===== config.mk =====
export PLATFORM = sky130hd
export DESIGN_NAME = nmea_sentence_parser_unit
export DESIGN_NICKNAME = d
export VERILOG_FILES = /design/src/design/nsp_pkg.sv /design/src/design/nsp_front.sv /design/src/design/nsp_queue.sv /design/src/design/nsp_back.sv /design/src/design/nmea_sentence_parser_unit.sv
export VERILOG_INCLUDE_DIRS = /design/src /design/src/design
export SDC_FILE = /design/constraint.sdc
export NUM_CORES = 1
export LEC_CHECK = 0
export BUFFER_PORTS_ARGS = -buffer_cell sky130_fd_sc_hd__clkbuf_2
export CAP_MARGIN = 10
export CORE_ASPECT_RATIO = 1.1
export CORE_UTILIZATION = 44
export CTS_BUF_LIST = sky130_fd_sc_hd__clkbuf_2 sky130_fd_sc_hd__clkbuf_4 sky130_fd_sc_hd__clkbuf_8
export CTS_CLUSTER_SIZE = 30
export DETAILED_ROUTE_END_ITERATION = 7
export GPL_ROUTABILITY_DRIVEN = 0
export GPL_TIMING_DRIVEN = 0
export PLACE_DENSITY = 0.58
export SKIP_LAST_GASP = 1
export SLEW_MARGIN = 20
export SYNTH_ARGS = -nofsm -noshare
export SYNTH_HDL_FRONTEND = slang
export SYNTH_HIERARCHICAL = 1
export SYNTH_SLANG_ARGS = --single-unit

===== constraint.sdc =====
create_clock -name clk_i -period 6 [get_ports clk_i]
set_input_delay 0.9 -clock clk_i [delete_from_list [all_inputs] [get_ports clk_i]]
set_output_delay 0.9 -clock clk_i [all_outputs]
set_load 0.01 [all_outputs]

===== src/design/assert_macros.svh =====
// Assertion macros used by the top level of the sentence parser.
`ifndef ASSERT_MACROS_SVH
`define ASSERT_MACROS_SVH

// Check a property on every rising clock edge outside reset.
`define ASSERT_AT(lbl, prop, msg) \
  lbl: assert property (@(posedge clk_i) disable iff (!rst_ni) (prop)) else $error(msg);

// Check that a condition implies a consequence in the same cycle.
`define ASSERT_IMPLY(lbl, ante, cons, msg) \
  lbl: assert property (@(posedge clk_i) disable iff (!rst_ni) (ante) |-> (cons)) \
    else $error(msg);

`endif


===== src/design/nsp_pkg.sv =====
// Types, constants and header tables of the NMEA sentence parser.
`timescale 1ns / 1ps
`default_nettype none

package nsp_pkg;

  typedef struct packed {
    logic [7:0] ch;
    logic       last;
  } nsp_in_t;

  typedef struct packed {
    logic [1:0] kind;
    logic [4:0] field_index;
    logic [7:0] field_char;
    logic       field_empty;
    logic [3:0] header_code;
    logic [2:0] status;
    logic       final_res;
  } nsp_out_t;

  // One queue entry: the results caused by one item, field result first.
  typedef struct packed {
    logic     has_fld;
    nsp_out_t fld;
    logic     has_sts;
    nsp_out_t sts;
  } nsp_entry_t;

  typedef logic [0:6][7:0] nsp_hdr_t;

  localparam logic [1:0] KIND_CHAR   = 2'd0;
  localparam logic [1:0] KIND_END    = 2'd1;
  localparam logic [1:0] KIND_STATUS = 2'd2;

  localparam logic [2:0] ST_OK          = 3'd0;
  localparam logic [2:0] ST_NO_DOLLAR   = 3'd1;
  localparam logic [2:0] ST_BAD_SUM     = 3'd2;
  localparam logic [2:0] ST_UNKNOWN_HDR = 3'd3;
  localparam logic [2:0] ST_FEW_FIELDS  = 3'd4;

  localparam logic [7:0] CH_DOLLAR = 8'h24;
  localparam logic [7:0] CH_STAR   = 8'h2A;
  localparam logic [7:0] CH_COMMA  = 8'h2C;
  localparam logic [7:0] CH_ZERO   = 8'h30;
  localparam logic [7:0] CH_UPPER_A = 8'h41;

  localparam int unsigned NUM_HDR = 10;
  localparam logic [2:0] HDR_MAX_LEN = 3'd7;

  localparam nsp_hdr_t HDR_TEXT [NUM_HDR] = '{
    '{"H", "C", "H", "D", "G", 8'h00, 8'h00},
    '{"W", "I", "M", "W", "V", 8'h00, 8'h00},
    '{"P", "T", "N", "T", "H", "T", "M"},
    '{"G", "P", "V", "T", "G", 8'h00, 8'h00},
    '{"G", "P", "G", "L", "L", 8'h00, 8'h00},
    '{"G", "P", "R", "M", "C", 8'h00, 8'h00},
    '{"G", "P", "G", "G", "A", 8'h00, 8'h00},
    '{"G", "P", "Z", "D", "A", 8'h00, 8'h00},
    '{"W", "I", "M", "D", "A", 8'h00, 8'h00},
    '{"W", "I", "M", "W", "D", 8'h00, 8'h00}
  };

  localparam logic [2:0] HDR_LEN [NUM_HDR] = '{
    3'd5, 3'd5, 3'd7, 3'd5, 3'd5, 3'd5, 3'd5, 3'd5, 3'd5, 3'd5
  };

  localparam logic [4:0] HDR_ARGS [NUM_HDR] = '{
    5'd5, 5'd5, 5'd8, 5'd9, 5'd7, 5'd12, 5'd14, 5'd6, 5'd20, 5'd8
  };

  // First header whose whole text is a prefix of the collected characters.
  function automatic logic [3:0] nsp_hdr_match(input nsp_hdr_t chars, input logic [2:0] len);
    logic [3:0] code;
    logic       ok;
    code = 4'd0;
    for (int h = 0; h < NUM_HDR; h++) begin
      ok = (len >= HDR_LEN[h]);
      for (int i = 0; i < 7; i++) begin
        if ((3'(i) < HDR_LEN[h]) && (chars[i] != HDR_TEXT[h][i])) begin
          ok = 1'b0;
        end
      end
      if (ok && (code == 4'd0)) begin
        code = 4'(h + 1);
      end
    end
    return code;
  endfunction

  function automatic logic [4:0] nsp_field_limit(input logic [3:0] code);
    logic [4:0] lim;
    lim = 5'd0;
    if ((code >= 4'd1) && (code <= 4'(NUM_HDR))) begin
      lim = HDR_ARGS[code - 4'd1];
    end
    return lim;
  endfunction

  function automatic logic [7:0] nsp_hex_value(input logic [7:0] c);
    return (c >= CH_UPPER_A) ? (c - CH_UPPER_A + 8'd10) : (c - CH_ZERO);
  endfunction

endpackage

`default_nettype wire


===== src/design/nsp_front.sv =====
// Front end: accepts characters, tracks the sentence and forms the results.
`timescale 1ns / 1ps
`default_nettype none

module nsp_front
  import nsp_pkg::*;
(
  input  wire logic       clk_i,
  input  wire logic       rst_ni,
  input  wire logic       fire_i,
  input  wire nsp_in_t    in_data_i,
  output logic            push_o,
  output nsp_entry_t      entry_o
);

  typedef enum logic [2:0] {
    PH_START, PH_SKIP, PH_HEADER, PH_FIELDS, PH_CHK_HI, PH_CHK_LO, PH_DONE
  } phase_e;

  phase_e     phase_q, phase_d;
  logic [7:0] xor_q, xor_d;
  nsp_hdr_t   hchars_q, hchars_d;
  logic [2:0] hlen_q, hlen_d;
  logic [3:0] match_q, match_d;
  logic [4:0] fcnt_q, fcnt_d;
  logic       nonempty_q, nonempty_d;
  logic [7:0] given_q, given_d;
  logic       nodollar_q, nodollar_d;

  logic [3:0] hdr_hit;
  logic [4:0] fld_lim;
  logic [7:0] hex;

  assign hdr_hit = nsp_hdr_match(hchars_q, hlen_q);
  assign fld_lim = nsp_field_limit(match_q);
  assign hex     = nsp_hex_value(in_data_i.ch);

  always_comb begin
    logic [7:0] c;
    logic       emit;
    c          = in_data_i.ch;
    emit       = 1'b0;
    phase_d    = phase_q;
    xor_d      = xor_q;
    hchars_d   = hchars_q;
    hlen_d     = hlen_q;
    match_d    = match_q;
    fcnt_d     = fcnt_q;
    nonempty_d = nonempty_q;
    given_d    = given_q;
    nodollar_d = nodollar_q;
    entry_o    = '0;

    if (fire_i) begin
      unique case (phase_q)
        PH_START: begin
          if (c == CH_DOLLAR) begin
            phase_d = PH_HEADER;
          end else begin
            nodollar_d = 1'b1;
            phase_d    = PH_SKIP;
          end
        end
        PH_HEADER: begin
          if (c == CH_STAR) begin
            match_d = hdr_hit;
            phase_d = PH_CHK_HI;
          end else begin
            xor_d = xor_q ^ c;
            if (c == CH_COMMA) begin
              match_d = hdr_hit;
              phase_d = PH_FIELDS;
            end else if (hlen_q < HDR_MAX_LEN) begin
              hchars_d[hlen_q] = c;
              hlen_d           = hlen_q + 3'd1;
            end
          end
        end
        PH_FIELDS: begin
          if (c != CH_STAR) begin
            xor_d = xor_q ^ c;
          end else begin
            phase_d = PH_CHK_HI;
          end
          if ((fcnt_q < fld_lim) && ((c == CH_STAR) || (c == CH_COMMA))) begin
            // close the open field
            emit                      = 1'b1;
            entry_o.fld.kind          = KIND_END;
            entry_o.fld.field_empty   = !nonempty_q;
            fcnt_d                    = fcnt_q + 5'd1;
            nonempty_d                = 1'b0;
          end else if ((fcnt_q < fld_lim) && (c != CH_STAR) && (c != CH_COMMA)) begin
            emit                      = 1'b1;
            entry_o.fld.kind          = KIND_CHAR;
            entry_o.fld.field_char    = c;
            nonempty_d                = 1'b1;
          end
        end
        PH_CHK_HI: begin
          given_d = {hex[3:0], 4'd0};
          phase_d = PH_CHK_LO;
        end
        PH_CHK_LO: begin
          given_d = given_q + hex;
          phase_d = PH_DONE;
        end
        PH_SKIP, PH_DONE: begin
        end
        default: begin
        end
      endcase

      entry_o.has_fld               = emit;
      entry_o.fld.field_index       = fcnt_q;
      entry_o.fld.header_code       = match_d;
      entry_o.fld.final_res         = !in_data_i.last;

      if (in_data_i.last) begin
        entry_o.has_sts         = 1'b1;
        entry_o.sts.kind        = KIND_STATUS;
        entry_o.sts.header_code = match_d;
        entry_o.sts.final_res   = 1'b1;
        priority if (nodollar_d) begin
          entry_o.sts.status = ST_NO_DOLLAR;
        end else if ((phase_d != PH_DONE) || (given_d != xor_d)) begin
          entry_o.sts.status = ST_BAD_SUM;
        end else if (match_d == 4'd0) begin
          entry_o.sts.status = ST_UNKNOWN_HDR;
        end else if (fcnt_d < nsp_field_limit(match_d)) begin
          entry_o.sts.status = ST_FEW_FIELDS;
        end else begin
          entry_o.sts.status = ST_OK;
        end
        // sentence over: back to waiting for a start
        phase_d    = PH_START;
        xor_d      = '0;
        hchars_d   = '0;
        hlen_d     = '0;
        match_d    = '0;
        fcnt_d     = '0;
        nonempty_d = 1'b0;
        given_d    = '0;
        nodollar_d = 1'b0;
      end
    end

    push_o = fire_i && (emit || in_data_i.last);
  end

  always_ff @(posedge clk_i or negedge rst_ni) begin
    if (!rst_ni) begin
      phase_q    <= PH_START;
      xor_q      <= '0;
      hchars_q   <= '0;
      hlen_q     <= '0;
      match_q    <= '0;
      fcnt_q     <= '0;
      nonempty_q <= 1'b0;
      given_q    <= '0;
      nodollar_q <= 1'b0;
    end else begin
      phase_q    <= phase_d;
      xor_q      <= xor_d;
      hchars_q   <= hchars_d;
      hlen_q     <= hlen_d;
      match_q    <= match_d;
      fcnt_q     <= fcnt_d;
      nonempty_q <= nonempty_d;
      given_q    <= given_d;
      nodollar_q <= nodollar_d;
    end
  end

endmodule

`default_nettype wire


===== src/design/nsp_queue.sv =====
// Short queue of result entries between the front and back ends.
`timescale 1ns / 1ps
`default_nettype none

module nsp_queue
  import nsp_pkg::*;
#(
  parameter int unsigned DEPTH = 4
) (
  input  wire logic       clk_i,
  input  wire logic       rst_ni,
  input  wire logic       push_i,
  input  wire nsp_entry_t entry_i,
  input  wire logic       pop_i,
  output logic            full_o,
  output logic            empty_o,
  output nsp_entry_t      head_o
);

  localparam int unsigned PTR_W = (DEPTH > 1) ? $clog2(DEPTH) : 1;
  localparam int unsigned CNT_W = $clog2(DEPTH + 1);
  localparam logic [PTR_W-1:0] PTR_LAST = PTR_W'(DEPTH - 1);
  localparam logic [CNT_W-1:0] CNT_FULL = CNT_W'(DEPTH);

  nsp_entry_t       mem_q [DEPTH];
  logic [PTR_W-1:0] wr_q, wr_d, rd_q, rd_d;
  logic [CNT_W-1:0] cnt_q, cnt_d;
  logic             do_push, do_pop;

  assign full_o  = (cnt_q == CNT_FULL);
  assign empty_o = (cnt_q == '0);
  assign head_o  = mem_q[rd_q];
  assign do_push = push_i && !full_o;
  assign do_pop  = pop_i && !empty_o;

  always_comb begin
    wr_d  = wr_q;
    rd_d  = rd_q;
    cnt_d = cnt_q;
    if (do_push) begin
      wr_d = (wr_q == PTR_LAST) ? '0 : wr_q + PTR_W'(1);
    end
    if (do_pop) begin
      rd_d = (rd_q == PTR_LAST) ? '0 : rd_q + PTR_W'(1);
    end
    if (do_push && !do_pop) begin
      cnt_d = cnt_q + CNT_W'(1);
    end else if (do_pop && !do_push) begin
      cnt_d = cnt_q - CNT_W'(1);
    end
  end

  always_ff @(posedge clk_i or negedge rst_ni) begin
    if (!rst_ni) begin
      wr_q  <= '0;
      rd_q  <= '0;
      cnt_q <= '0;
    end else begin
      wr_q  <= wr_d;
      rd_q  <= rd_d;
      cnt_q <= cnt_d;
    end
  end

  always_ff @(posedge clk_i) begin
    if (do_push) begin
      mem_q[wr_q] <= entry_i;
    end
  end

endmodule

`default_nettype wire


===== src/design/nsp_back.sv =====
// Back end: drains queue entries into single results on the output register.
`timescale 1ns / 1ps
`default_nettype none

module nsp_back
  import nsp_pkg::*;
(
  input  wire logic       clk_i,
  input  wire logic       rst_ni,
  input  wire logic       head_valid_i,
  input  wire nsp_entry_t head_i,
  output logic            pop_o,
  output logic            out_valid_o,
  input  wire logic       out_ready_i,
  output nsp_out_t        out_data_o
);

  logic     out_valid_q, out_valid_d;
  nsp_out_t out_data_q, out_data_d;
  logic     sent_q, sent_d;

  always_comb begin
    pop_o       = 1'b0;
    sent_d      = sent_q;
    out_valid_d = out_valid_q;
    out_data_d  = out_data_q;
    if (!out_valid_q || out_ready_i) begin
      if (head_valid_i) begin
        out_valid_d = 1'b1;
        if (head_i.has_fld && !sent_q) begin
          out_data_d = head_i.fld;
          if (head_i.has_sts) begin
            sent_d = 1'b1;
          end else begin
            pop_o = 1'b1;
          end
        end else begin
          out_data_d = head_i.sts;
          pop_o      = 1'b1;
          sent_d     = 1'b0;
        end
      end else begin
        out_valid_d = 1'b0;
      end
    end
  end

  always_ff @(posedge clk_i or negedge rst_ni) begin
    if (!rst_ni) begin
      out_valid_q <= 1'b0;
      sent_q      <= 1'b0;
    end else begin
      out_valid_q <= out_valid_d;
      sent_q      <= sent_d;
    end
  end

  always_ff @(posedge clk_i) begin
    out_data_q <= out_data_d;
  end

  assign out_valid_o = out_valid_q;
  assign out_data_o  = out_data_q;

endmodule

`default_nettype wire


===== src/design/nmea_sentence_parser_unit.sv =====
// Top level of the NMEA sentence parser: front end, result queue, back end.
//
//  channel | direction | handshake               | payload
//  --------+-----------+-------------------------+-----------------------------
//  in      | input     | in_valid_i / in_ready_o | nsp_in_t  (ch, last)
//  out     | output    | out_valid_o/out_ready_i | nsp_out_t (one result item)
//
//  One character is taken per cycle while the queue has room; the front end
//  updates the sentence state and classifies the character in the cycle it
//  is accepted. An item yields up to two results; the back end sends one a
//  cycle while the output is not stalled, the field result before the status.
//  in_ready_o drops only while the result queue is full (QUEUE_DEPTH entries).
//  A stalled output holds its register; the queue absorbs the difference.
//  Reset clears the sentence state, the queue pointers and the output valid.
`timescale 1ns / 1ps
`default_nettype none
`include "assert_macros.svh"

module nmea_sentence_parser_unit
  import nsp_pkg::*;
#(
  parameter int unsigned QUEUE_DEPTH = 4
) (
  input  wire logic     clk_i,
  input  wire logic     rst_ni,
  input  wire logic     in_valid_i,
  output logic          in_ready_o,
  input  wire nsp_in_t  in_data_i,
  output logic          out_valid_o,
  input  wire logic     out_ready_i,
  output nsp_out_t      out_data_o
);

  logic       in_fire;
  logic       push;
  nsp_entry_t entry;
  logic       q_full, q_empty, pop;
  nsp_entry_t head;

  // accept a character whenever the queue has room for its results
  assign in_ready_o = !q_full;
  assign in_fire    = in_valid_i && in_ready_o;

  nsp_front u_front (
    .clk_i     (clk_i),
    .rst_ni    (rst_ni),
    .fire_i    (in_fire),
    .in_data_i (in_data_i),
    .push_o    (push),
    .entry_o   (entry)
  );

  nsp_queue #(
    .DEPTH (QUEUE_DEPTH)
  ) u_queue (
    .clk_i   (clk_i),
    .rst_ni  (rst_ni),
    .push_i  (push),
    .entry_i (entry),
    .pop_i   (pop),
    .full_o  (q_full),
    .empty_o (q_empty),
    .head_o  (head)
  );

  nsp_back u_back (
    .clk_i        (clk_i),
    .rst_ni       (rst_ni),
    .head_valid_i (!q_empty),
    .head_i       (head),
    .pop_o        (pop),
    .out_valid_o  (out_valid_o),
    .out_ready_i  (out_ready_i),
    .out_data_o   (out_data_o)
  );

  // a push must never meet a full queue, or a result is lost
  `ASSERT_AT(a_no_push_full, !(push && q_full), "push into a full result queue")
  // a pop only ever takes an entry that is there
  `ASSERT_AT(a_no_pop_empty, !(pop && q_empty), "pop from an empty result queue")
  // a status result always closes its item
  `ASSERT_IMPLY(a_status_final, out_valid_o && (out_data_o.kind == KIND_STATUS),
                out_data_o.final_res, "status result without final flag")
  // field results never point beyond the largest field count
  `ASSERT_IMPLY(a_field_range, out_valid_o && (out_data_o.kind != KIND_STATUS),
                (out_data_o.field_index <= 5'd19) &&
                ((out_data_o.kind == KIND_CHAR) || (out_data_o.kind == KIND_END)),
                "field result out of range")

endmodule

`default_nettype wire


Word-level counts from Yosys, hierarchy flattened

Memory sizes are Yosys's and may differ from the RTL's.
Index checks and enable logic that the tools add are counted.

Register bits: 122
RAM bits: 132
Bits in read-only memories: 160
Input bits: 13
Output and inout port bits: 26
Logic and storage cells: 299
Memories: 3

$add $sub $neg: 12
Order comparisons: 14
Equal/unequal tests: 47
Mux-type cells: 136
Bitwise logic cells: 5
Reductions and logical operators: 55

Memories:

| memory           | words | width | read ports | clocked after Yosys merged registers in | write ports | RTL line        | RTL |
|---|---|---|---|---|---|---|---|
| u_queue.mem_q    | 4     | 33    | 1          | 0                                       | 1           | nsp_queue.sv:25 | `nsp_entry_t mem_q [DEPTH];` |
| (name not given) | 16    | 5     | 1          | 0                                       | 0           | nsp_pkg.sv:95   | `lim = HDR_ARGS[code - 4'd1];` |
| (name not given) | 16    | 5     | 1          | 0                                       | 0           | nsp_pkg.sv:95   |  |

Operator list:

| cell                  | count |
|---|---|
| $mux W56              | 5 |
| $ne A8 B7 Y1 const B  | 30 |
| $mux W8               | 12 |
| $mux W5               | 15 |
| $mux W1               | 60 |
| $mux W4               | 15 |
| $bwmux W56            | 1 |
| $mux W3               | 17 |
| $logic_not A4 Y1      | 10 |
| $pmux W8 S2           | 2 |
| $demux W8 S3          | 1 |
| $eq A8 B6 Y1 const B  | 3 |
| $mux W24              | 1 |
| $logic_and A1 B1 Y1   | 22 |
| $mux W21              | 1 |
| $ne A8 B6 Y1 const B  | 2 |
| $pmux W3 S5           | 1 |
| $ge A5 B5 Y1 const B  | 2 |
| $lt A5 B5 Y1          | 2 |
| $not A4 Y5            | 2 |
| $eq A3 B3 Y1 const B  | 3 |
| $mux W9               | 1 |
| $add A8 B4 Y8 const B | 1 |
| $add A8 B8 Y8         | 1 |
| 31 further kinds      | 59 |

Logic depth before layout (Yosys ltp)

Gate-level depths: netlist of the first run.

Word-level depth: 56
Mapped depth: 21

By module

Netlist of the first run, hierarchy kept.

Modules (own cells, without submodules):

| module                    | times used | cells an instance | area an instance (um^2) | sequential area each (um^2) |
|---|---|---|---|---|
| nsp_queue                 | 1          | 299               | 7646.1                  | 6180.9 |
| nsp_front                 | 1          | 791               | 7061.8                  | 2227.1 |
| nsp_back                  | 1          | 61                | 1193.6                  | 770.7 |
| nmea_sentence_parser_unit | 1          | 3                 | 13.8                    | 0.0 |

Worst setup path after synthesis of the first run

OpenSTA, ideal clock, no wires.

Kind: input port to flip-flop
Start point: input in_data_i[5] in the netlist's numbering
End point: memory u_queue/mem_q[0][3] in the netlist's numbering, data pin
Setup time: 230 ps
Arrival: 4870 ps
Required time: 5770 ps
Path slack: 900 ps
Stages: 18
Buffers on the path: 2
Path through: clkbuf_1 -> inv_1 -> ha_1 -> or3b_4 -> a2111oi_4 -> nor2_1 -> a31o_1 -> buf_6 -> ha_1 -> or3_2 -> o21ai_0 -> a22oi_1 -> o2111ai_1 -> ha_1 -> nor2b_1 -> o21ai_0 -> or2b_2 -> a2111oi_2

RTL lines:

| element     | RTL line                        | RTL |
|---|---|---|
| from (decl) | nmea_sentence_parser_unit.sv:28 | `input wire nsp_in_t in_data_i,` |
| to (decl)   | nsp_queue.sv:25                 |  |

==> out/metrics.yaml, run 1 <==
status: "complete, no violations"
cts_tree: "yes"
core_area_um2: 35400
power_mw: 6.78
viasPerCell: 5.73
grt_pass1_wl_um: 60000
dpl.cell_count: 1692
crit_chain: "clkbuf_2 -> inv_1 -> ha_1 -> or4b_1 -> a311oi_4 -> mux2i_2 -> inv_1 -> ha_1 -> a211oi_1 -> o21ai_0 -> o31ai_1 -> xor3_1 -> nand4_1 -> a2111oi_4 -> nand4b_1 -> a2111oi_2"
postRouteAntennaNets: 0
die_w_um: 183
die_y_um: 201
crit_type: "input port to register"
vdd_drop_max_mv: 0.233
power_density_nw_per_um2: 376
hold_viol: 0
nets: 1324
wirelength_um: 38600
cts_buffers: 54
slowest_stage: "a2111oi_2"
hpwl_um: 26100
min_path_type: "input port to asynchronous set/reset pin"
worstMarginPinSlew_ps: 1150
grt_pass1_vias: 10300
synth_warnings: 6
start_util_pct: 45.0
ctsHtreeMaxLevel: 2
min_period_ps: 5610
yosys_register_bits: 322
rows: 72
place_ws_ps: -509
antenna_found_initial: 0
finalSetupViolations: 0
vias: 10300
io_pins: 39
cts.sinks: 322
drt_first_pass_iters: 5
wl_per_cell_um: 21.5
worst_slack_ps: 387
synth.yosys.seq_area_share_pct: 57.7
finalCoreUtilization_pct: 51.0
critPathRequiredTime_ps: 6330
design_area_um2: 18000
grt_overflow: 0
avgSynthCellArea_um2: 13.8
fillers: 3095
synthCells: 1154
synthFlopType: "edfxtp_1"
startpoint_type: "input port"
synth.distinct_cells: 100
drv_slew: 0
remaining_drc_errors: 0
synth_commonest_cells: "edfxtp_1 (224), dfrtp_1 (98), nand2_1 (66)"
fin_tns_setup_ps: 0
cap_violations: 0
antenna_cells: 0
synth_top_area_cell: "edfxtp_1"
worstPathMaxFanout: 8
syn_to_final_growth_pct: 13.4
cts_buffer_depth: 3
hold-worst-slack_ps: 160
first_iter_violations: 799
maxClockFrequency_mhz: 178
synth_most_common_cell: "edfxtp_1"
synth_area_leaders: "edfxtp_1 (42%), dfrtp_1 (15%), mux4_2 (7.1%), ha_1 (3.4%), o2bb2ai_1 (2.7%)"
path_clk_slew_ps: 60
slew_headroom_pct: 22.4
synth_edf_count: 224
dieArea_um2: 36900
drive_gt1_share_pct: 23.0
rsz0062_at_grt: "no"
p_leak_nw: 6.56
netlist_area_um2: 15900
grtUsageTotal_pct: 21.5
finalClockSkew_ps: 42.1
placed_area_um2: 16900
yosysTopAreaCellShare_pct: 42.3
io_buffers: 34
cts_setup_buffers: 0
clockRootBuffer: "clkbuf_8"
worst_path_largest_cell_delay_ps: 550
clk_latency_ps: 610
crit_arrival_ps: 5940
cp-end-kind: "register"
fin_crit_sh_pct: 93.5
grt_start_max_net_pins: 77
fin_cells: 1793
synth-async-reset-ratio_pct: 30.4
what timing repair did:
action / in CTS / in global routing
resized for setup: 0 / 1
hold buffers: 0 / 0
endpoints found under the setup margin: 0 / 10
worst max-delay path: cells and delay by family:
family	cells	cell delay, ps
compound gates	6	2450
simple gates	3	970
fa+ha+maj	2	480
buf+inv	3	420
mux	1	380
xor+xnor	1	330
power by group:
part           leakage (nW)  switching (mW)  internal, mW
Clock                 0.603           0.875          1.14
Sequential             3.41           0.137          2.77
Combinational          2.54           0.981         0.883
Total                  6.56            1.99          4.79
final cells by class:
class / count / area (um2) / share of cell area [%]
flip-flops and latches: 322 / 9180 / 50.9
plain buffers: 89 / 519 / 2.88
clock inverters: 18 / 143 / 0.791
clock buffers: 84 / 987 / 5.47
inverters: 31 / 116 / 0.645
well taps: 481 / 602 / 3.34
repair buffers: 39 / 317 / 1.75
multi-input cells: 729 / 6180 / 34.2
cells in the final DEF, fill, tap and decap left out, types with 7 or more instances in the layout:
cell type  netlist  routed
edfxtp_1       224     224
dfrtp_1         98      98
nand2_1         66      66
clkbuf_8         3      61
mux4_2          50      50
nor2_1          49      49
o2bb2ai_1       49      49
clkbuf_1        46      45
ha_1            43      43
o21ai_0         38      38
a22oi_1         38      38
clkbuf_2         2      35
inv_1           29      28
a21oi_1         28      28
clkbuf_4         0      27
buf_4           27      27
nor3_1          25      25
a22o_1          25      25
mux2_4          21      21
conb_1           1      19
xnor2_1         18      18
nand3_1         17      17
nor4_1          16      16
nor2b_1         15      15
nand4_1         13      13
o22ai_1         11      11
clkinv_1         2      10
and2_1          14      10
xor2_1          10      10
mux2_2           9       9
nand2b_1         8       8
a31oi_1          7       7
nor4bb_1         7       7
worst paths after layout:
check                                      from                   end  slack [ps]  depth (start not counted)
min reg2reg                       u_back/sent_q         u_back/sent_q         500                          1
max                                in_data_i[2]   u_queue/mem_q[0][3]         390                         16
min                                      rst_ni  u_front/hchars_q[35]         160                          1
max reg2reg                u_front/hchars_q[24]   u_queue/mem_q[0][3]         680                         16
min in group clk_i                u_back/sent_q         u_back/sent_q         500                          1
max in group asynchronous                rst_ni    u_front/match_q[0]        5160                          2
sequential cells by signal, summed over array words and instances, names as in the netlist:
register            count
u_front/phase_q         3
u_front/hchars_q       56
u_queue/rd_q            2
u_front/nonempty_q      1
u_back/sent_q           1
u_front/nodollar_q      1
u_front/given_q         8
u_front/hlen_q          3
u_front/xor_q           8
u_queue/cnt_q           3
u_front/match_q         4
u_back/out_valid_o      1
u_back/out_data_o      24
u_queue/mem_q         200
u_queue/wr_q            2
u_front/fcnt_q          5
cells by family after synthesis:
logic type	after synthesis	share of synthesized area (%)
xor+xnor	29	1.69
mux	84	9.94
buf+inv	121	4.02
other cells	1	0.0236
flops	322	57.7
fa+ha+maj	45	3.63
simple gates	293	10.5
compound gates	259	12.5
per-layer routing:
metal	global-route usage, %	vias to the layer above	wire length, um
met2	35.7	301	18900
met5	0	-	0
li1	-	4723	-
met1	28.4	5172	16700
met4	7.44	0	1020
met3	3.78	74	1990
(Power assumes the default switching activity.)
==> run 2: changes to the inputs <==
--- a/config.mk
+++ b/config.mk
@@ -10,7 +10,7 @@
 export CAP_MARGIN = 10
 export CORE_ASPECT_RATIO = 1.1
 export CORE_UTILIZATION = 44
-export CTS_BUF_LIST = sky130_fd_sc_hd__clkbuf_2 sky130_fd_sc_hd__clkbuf_4 sky130_fd_sc_hd__clkbuf_8
+export CTS_BUF_LIST = sky130_fd_sc_hd__clkbuf_8
 export CTS_CLUSTER_SIZE = 30
 export DETAILED_ROUTE_END_ITERATION = 7
 export GPL_ROUTABILITY_DRIVEN = 0
==> run 2 against run 1 <==
Sequential power about the same. Final area decreased by 0.56%. Register-to-register slack got worse by 40 ps. Flip-flop and latch count unchanged. Power decreased by 2.5%. First-iteration DRC count decreased by 8.1%. Combinational power about the same. Critical path depth unchanged. Clock skew decreased by 0.77 ps. Core utilization decreased by 0.29 points. Critical path type unchanged. Highest routed layer unchanged.
==> out/metrics.yaml, run 2 (same netlist as run 1, synthesis figures left out) <==
fin_tns_setup_ps: 0  # unchanged
critPathRequiredTime_ps: 6320  # about the same
start_util_pct: 45.0  # unchanged
drv_slew: 0  # unchanged
power_mw: 6.61  # -2.5%
maxClockFrequency_mhz: 176  # -1.0%
grt_pass1_vias: 10300  # +0.029%
cts_buffer_depth: 3  # unchanged
fillers: 3100  # +0.16%
finalClockSkew_ps: 41.3  # -0.769 ps
wl_per_cell_um: 21.5  # -0.17%
startpoint_type: "input port"
nets: 1324  # unchanged
path_clk_slew_ps: 60  # about the same
grt_start_max_net_pins: 77  # unchanged
drt_first_pass_iters: 5  # unchanged
grtUsageTotal_pct: 21.5  # about the same
drive_gt1_share_pct: 21.0  # -2.1 points
cts_tree: "yes"
ff_latch_area_um2: 9180  # unchanged
finalCoreUtilization_pct: 50.7  # -0.29 points
io_pins: 39  # unchanged
reg_top3: "u_queue/mem_q x200, u_front/hchars_q x56, u_back/out_data_o x24"
rsz0062_at_grt: "no"
crit_type: "input port to register"
viasPerCell: 5.71  # -0.30%
die_y_um: 201  # unchanged
rows: 72  # unchanged
dpl.cell_count: 1692  # unchanged
dieArea_um2: 36900  # unchanged
grt_overflow: 0  # unchanged
crit_arrival_ps: 5990  # +50 ps
vdd_drop_max_mv: 0.226  # -2.8%
worstMarginPinSlew_ps: 1080  # -76.4 ps
cap_violations: 0  # unchanged
hold_viol: 0  # unchanged
die_w_um: 183  # unchanged
power_density_nw_per_um2: 368  # -2.0%
regMostFlops: "u_queue/mem_q"
vias: 10200  # -0.30%
p_leak_nw: 6.58  # +0.30%
fin_crit_sh_pct: 94.5  # +0.98 points
antenna_cells: 0  # unchanged
design_area_um2: 17900  # -0.56%
status: "complete, no violations"
wirelength_um: 38500  # -0.17%
clk_latency_ps: 610  # about the same
min_path_type: "input port to asynchronous set/reset pin"
worst_slack_ps: 328  # -59.1 ps
core_area_um2: 35400  # unchanged
multi_input_area_um2: 6180  # unchanged
cts.sinks: 322  # unchanged
clockRootBuffer: "clkbuf_8"
postCtsHoldBufs: 0  # unchanged
cp-end-kind: "register"
worstPathMaxFanout: 8  # unchanged
min_period_ps: 5670  # +59.1 ps
slew_headroom_pct: 27.6  # +5.1 points
place_ws_ps: -509  # unchanged
ctsHtreeMaxLevel: 2  # unchanged
antenna_found_initial: 0  # unchanged
hpwl_um: 26100  # unchanged
postRouteAntennaNets: 0  # unchanged
first_iter_violations: 734  # -8.1%
remaining_drc_errors: 0  # unchanged
hold-worst-slack_ps: 161  # +0.592 ps
fin_cells: 1793  # unchanged
grt_pass1_wl_um: 60100  # +0.15%
final_common_cell: "edfxtp_1"
syn_to_final_growth_pct: 12.7
io_buffers: 34  # unchanged
final_cell_mix: "edfxtp_1 (224), dfrtp_1 (98), nand2_1 (66)"
finalSetupViolations: 0  # unchanged
cts_buffers: 54  # unchanged
placed_area_um2: 16900  # unchanged
largest_register_ff_count: 200  # unchanged
run 2: cell count changes in the layout (fill, tap and decap cells not counted), sizes merged:
cell,previous run,this run
inv,29,56
clkbuf,168,141
run 2: path summary, 6_finish.rpt:
path,start,end,slack [ps],cells after the start
min reg2reg,u_back/sent_q,u_back/sent_q,500,1
min in group clk_i,u_back/sent_q,u_back/sent_q,500,1
max in group asynchronous,rst_ni,u_front/match_q[0],5170,2
max reg2reg,u_front/hchars_q[27],u_queue/mem_q[0][3],640,17
max,in_data_i[2],u_queue/mem_q[0][3],330,16
min,rst_ni,u_front/hchars_q[35],160,1
run 2: area by class of cell:
cell class	count	area share (%)
sequential	322	51.2
timing repair buffer	39	1.76
tap	481	3.35
clock buffer	57	4.37
inverter	31	0.649
buffer	89	2.89
multi-input combinational	729	34.4
clock inverter	45	1.36
run 2: critical path, stage by stage:
cell,delay [ps]
clkbuf_2,210
inv_1,140
ha_1,190
or4b_1,530
a311oi_4,500
mux2i_2,380
inv_1,80
ha_1,290
a211oi_1,410
o21ai_0,160
o31ai_1,510
xor3_1,330
nand4_1,150
a2111oi_4,330
nand4b_1,280
a2111oi_2,560
run 2: repair_timing:
item,CTS,global route
buffers inserted,0,0
gates resized for setup,0,1
setup endpoints to repair,0,10
run 2: metal layers:
layer	vias to the layer above	GRT usage [%]	part of all wire, %
li1	4723	-	-
met1	5140	28.5	43
met2	303	35.6	49
met3	73	3.78	5.3
met4	0	7.44	2.7
met5	-	0	0
run 2: report_power, final:
group	internal, mW	leakage, nW	switching (mW)
clock	0.967	0.623	0.876
combinational	0.883	2.54	0.976
sequential	2.77	3.41	0.138
total	4.62	6.58	1.99
==> run 3: changes to the inputs <==
==> constraint.sdc (replaced) <==
create_clock -name clk_i -period 5.88 [get_ports clk_i]
set_input_delay 0.882 -clock clk_i [delete_from_list [all_inputs] [get_ports clk_i]]
set_output_delay 0.882 -clock clk_i [all_outputs]
set_load 0.01 [all_outputs]
==> run 3 against run 2 <==
Cell count stayed put. Die area unchanged. Sequential share of layout area about the same. Register-to-register slack worse by 130 ps. Wire length is essentially flat. Clock power increased by 2%. Combinational power grew 2%. Worst setup slack improved by 27 ps. Non-clock buffer count unchanged. Critical endpoint unchanged. Largest power group unchanged.
==> out/metrics.yaml, run 3 (same netlist as run 1, synthesis figures left out) <==
core_area_um2: 35400  # unchanged
crit_chain: "clkbuf_2 -> inv_1 -> ha_1 -> or3b_4 -> a2111oi_4 -> nor2_1 -> a31o_1 -> buf_6 -> ha_1 -> or3_2 -> nand2_1 -> a21oi_1 -> o211ai_1 -> ha_1 -> a21oi_1 -> nor2b_1 -> o21ai_0 -> or2b_2 -> a2111oi_2"
cts_tree: "yes"
vdd_drop_max_mv: 0.230  # +1.9%
worst_path_largest_cell_delay_ps: 640  # +80 ps
cp_top_family: "compound AO/OA/AOI/OAI gates"
dieArea_um2: 36900  # unchanged
slowest_stage: "a2111oi_4"
start_util_pct: 45.0  # unchanged
regMostFlops: "u_queue/mem_q"
syn_to_final_growth_pct: 12.8  # about the same
final_common_cell: "edfxtp_1"
p_leak_nw: 6.58  # about the same
drive_gt1_share_pct: 21.0  # +0.076 points
hold_viol: 0  # unchanged
grt_pass1_wl_um: 60100  # about the same
crit_type: "input port to register"
fin_crit_sh_pct: 94.0
hold-worst-slack_ps: 141  # -20.0 ps
hpwl_um: 26100  # unchanged
first_iter_violations: 724  # -1.4%
clockRootBuffer: "clkbuf_8"
crit_arrival_ps: 5840  # -150 ps
rsz0062_at_grt: "no"
drt_first_pass_iters: 6  # +1
antenna_cells: 0  # unchanged
crit_buf_inv: 3  # unchanged
die_w_um: 183  # unchanged
clk_latency_ps: 610  # about the same
rows: 72  # unchanged
ctsHtreeMaxLevel: 2  # unchanged
drv_slew: 0  # unchanged
nets: 1324  # unchanged
viasPerCell: 5.71  # about the same
cts_buffers: 54  # unchanged
min_period_ps: 5520
wirelength_um: 38500  # about the same
postCtsHoldBufs: 0  # unchanged
cts.sinks: 322  # unchanged
slew_headroom_pct: 27.6  # about the same
io_pins: 39  # unchanged
min_path_type: "input port to asynchronous set/reset pin"
grtUsageTotal_pct: 21.5  # about the same
grt_overflow: 0  # unchanged
die_y_um: 201  # unchanged
critPathRequiredTime_ps: 6200  # -120 ps
power_density_nw_per_um2: 376  # +2.1%
fillers: 3101  # +0.032%
largest_register_ff_count: 200  # unchanged
antenna_found_initial: 0  # unchanged
finalSetupViolations: 0  # unchanged
crit_top_cell: "ha_1"
cts_buffer_depth: 3  # unchanged
wl_per_cell_um: 21.5  # about the same
io_buffers: 34  # unchanged
status: "complete, no violations"
startpoint_type: "input port"
final_cell_mix: "edfxtp_1 (224), dfrtp_1 (98), nand2_1 (66)"
cp-end-kind: "register"
cap_violations: 0  # unchanged
worstMarginPinSlew_ps: 1080  # +0.00480 ps
vias: 10200  # +0.020%
grt_pass1_vias: 10300  # -0.019%
path_clk_slew_ps: 60  # about the same
remaining_drc_errors: 0  # unchanged
grt_start_max_net_pins: 77  # unchanged
reg_top3: "u_queue/mem_q x200, u_front/hchars_q x56, u_back/out_data_o x24"
fin_tns_setup_ps: 0  # unchanged
maxClockFrequency_mhz: 181
finalClockSkew_ps: 44.5  # +3.20 ps
postRouteAntennaNets: 0  # unchanged
worstPathMaxFanout: 13  # +5
## run 3: path summary, 6_finish.rpt
kind | from | to | slack (ps) | cells after the start
worst max register to register | u_front/hchars_q[24] | u_queue/mem_q[0][3] | 510 | 17
min in group clk_i | u_back/sent_q | u_back/sent_q | 500 | 1
worst max-delay path | in_data_i[5] | u_queue/mem_q[0][3] | 360 | 19
worst min-delay path | rst_ni | u_front/hchars_q[35] | 140 | 1
max in group asynchronous | rst_ni | u_front/match_q[0] | 5070 | 2
worst min register to register | u_back/sent_q | u_back/sent_q | 500 | 1
## run 3: metal layers
metal | vias up | routed length, um | global-route usage (%)
li1 | 4723 | - | -
met1 | 5140 | 16600 | 28.5
met2 | 307 | 18700 | 35.6
met3 | 71 | 2120 | 3.78
met4 | 0 | 1060 | 7.44
met5 | - | 0 | 0
## run 3: final cells by class
class	instances	area [um2]	area share, %
plain buffers	89	519	2.89
clock buffers	57	785	4.37
clock inverters	45	244	1.36
inverters	31	116	0.648
multi-input cells	729	6180	34.5
flip-flops and latches	322	9180	51.2
well taps	481	602	3.35
repair buffers	39	317	1.76
## run 3: timing repair
action	4_1_cts	5_1_grt
setup endpoints to repair	4	4
buffers inserted	0	0
gates resized for setup	0	2
## run 3: stage by stage
step	setup slack, ps	area (um2)	cells	power [mW]	util (%)
5_1_grt	74.3	17900	1793	7.10	50.7
6_report	355	17900	1793	6.75	50.7
2_1_floorplan	798	16000	1172	4.34	-
3_5_place_dp	-611	16900	1692	4.94	47.8
4_1_cts	358	17900	1793	6.85	50.7
3_3_place_gp	-698	16800	1687	4.89	47.3
## run 3: power breakdown
part | total [mW] | leakage, nW | internal [mW] | switching [mW]
sequential | 2.97 | 3.41 | 2.82 | 0.140
clock | 1.88 | 0.623 | 0.987 | 0.896
combinational | 1.90 | 2.55 | 0.901 | 0.998
total | 6.75 | 6.58 | 4.71 | 2.03
## run 3: worst register-to-register path, cell delays in order, from the launching register on
cell and delay (ps):
dfrtp_1 460, or4b_4 580, or3_1 350, or4_1 570
o21a_1 230, a31o_1 200, buf_6 160, ha_1 250
or3_2 530, nand2_1 120, a21oi_1 80, o211ai_1 270
ha_1 290, a21oi_1 140, nor2b_1 50, o21ai_0 120
or2b_2 310, a2111oi_2 380
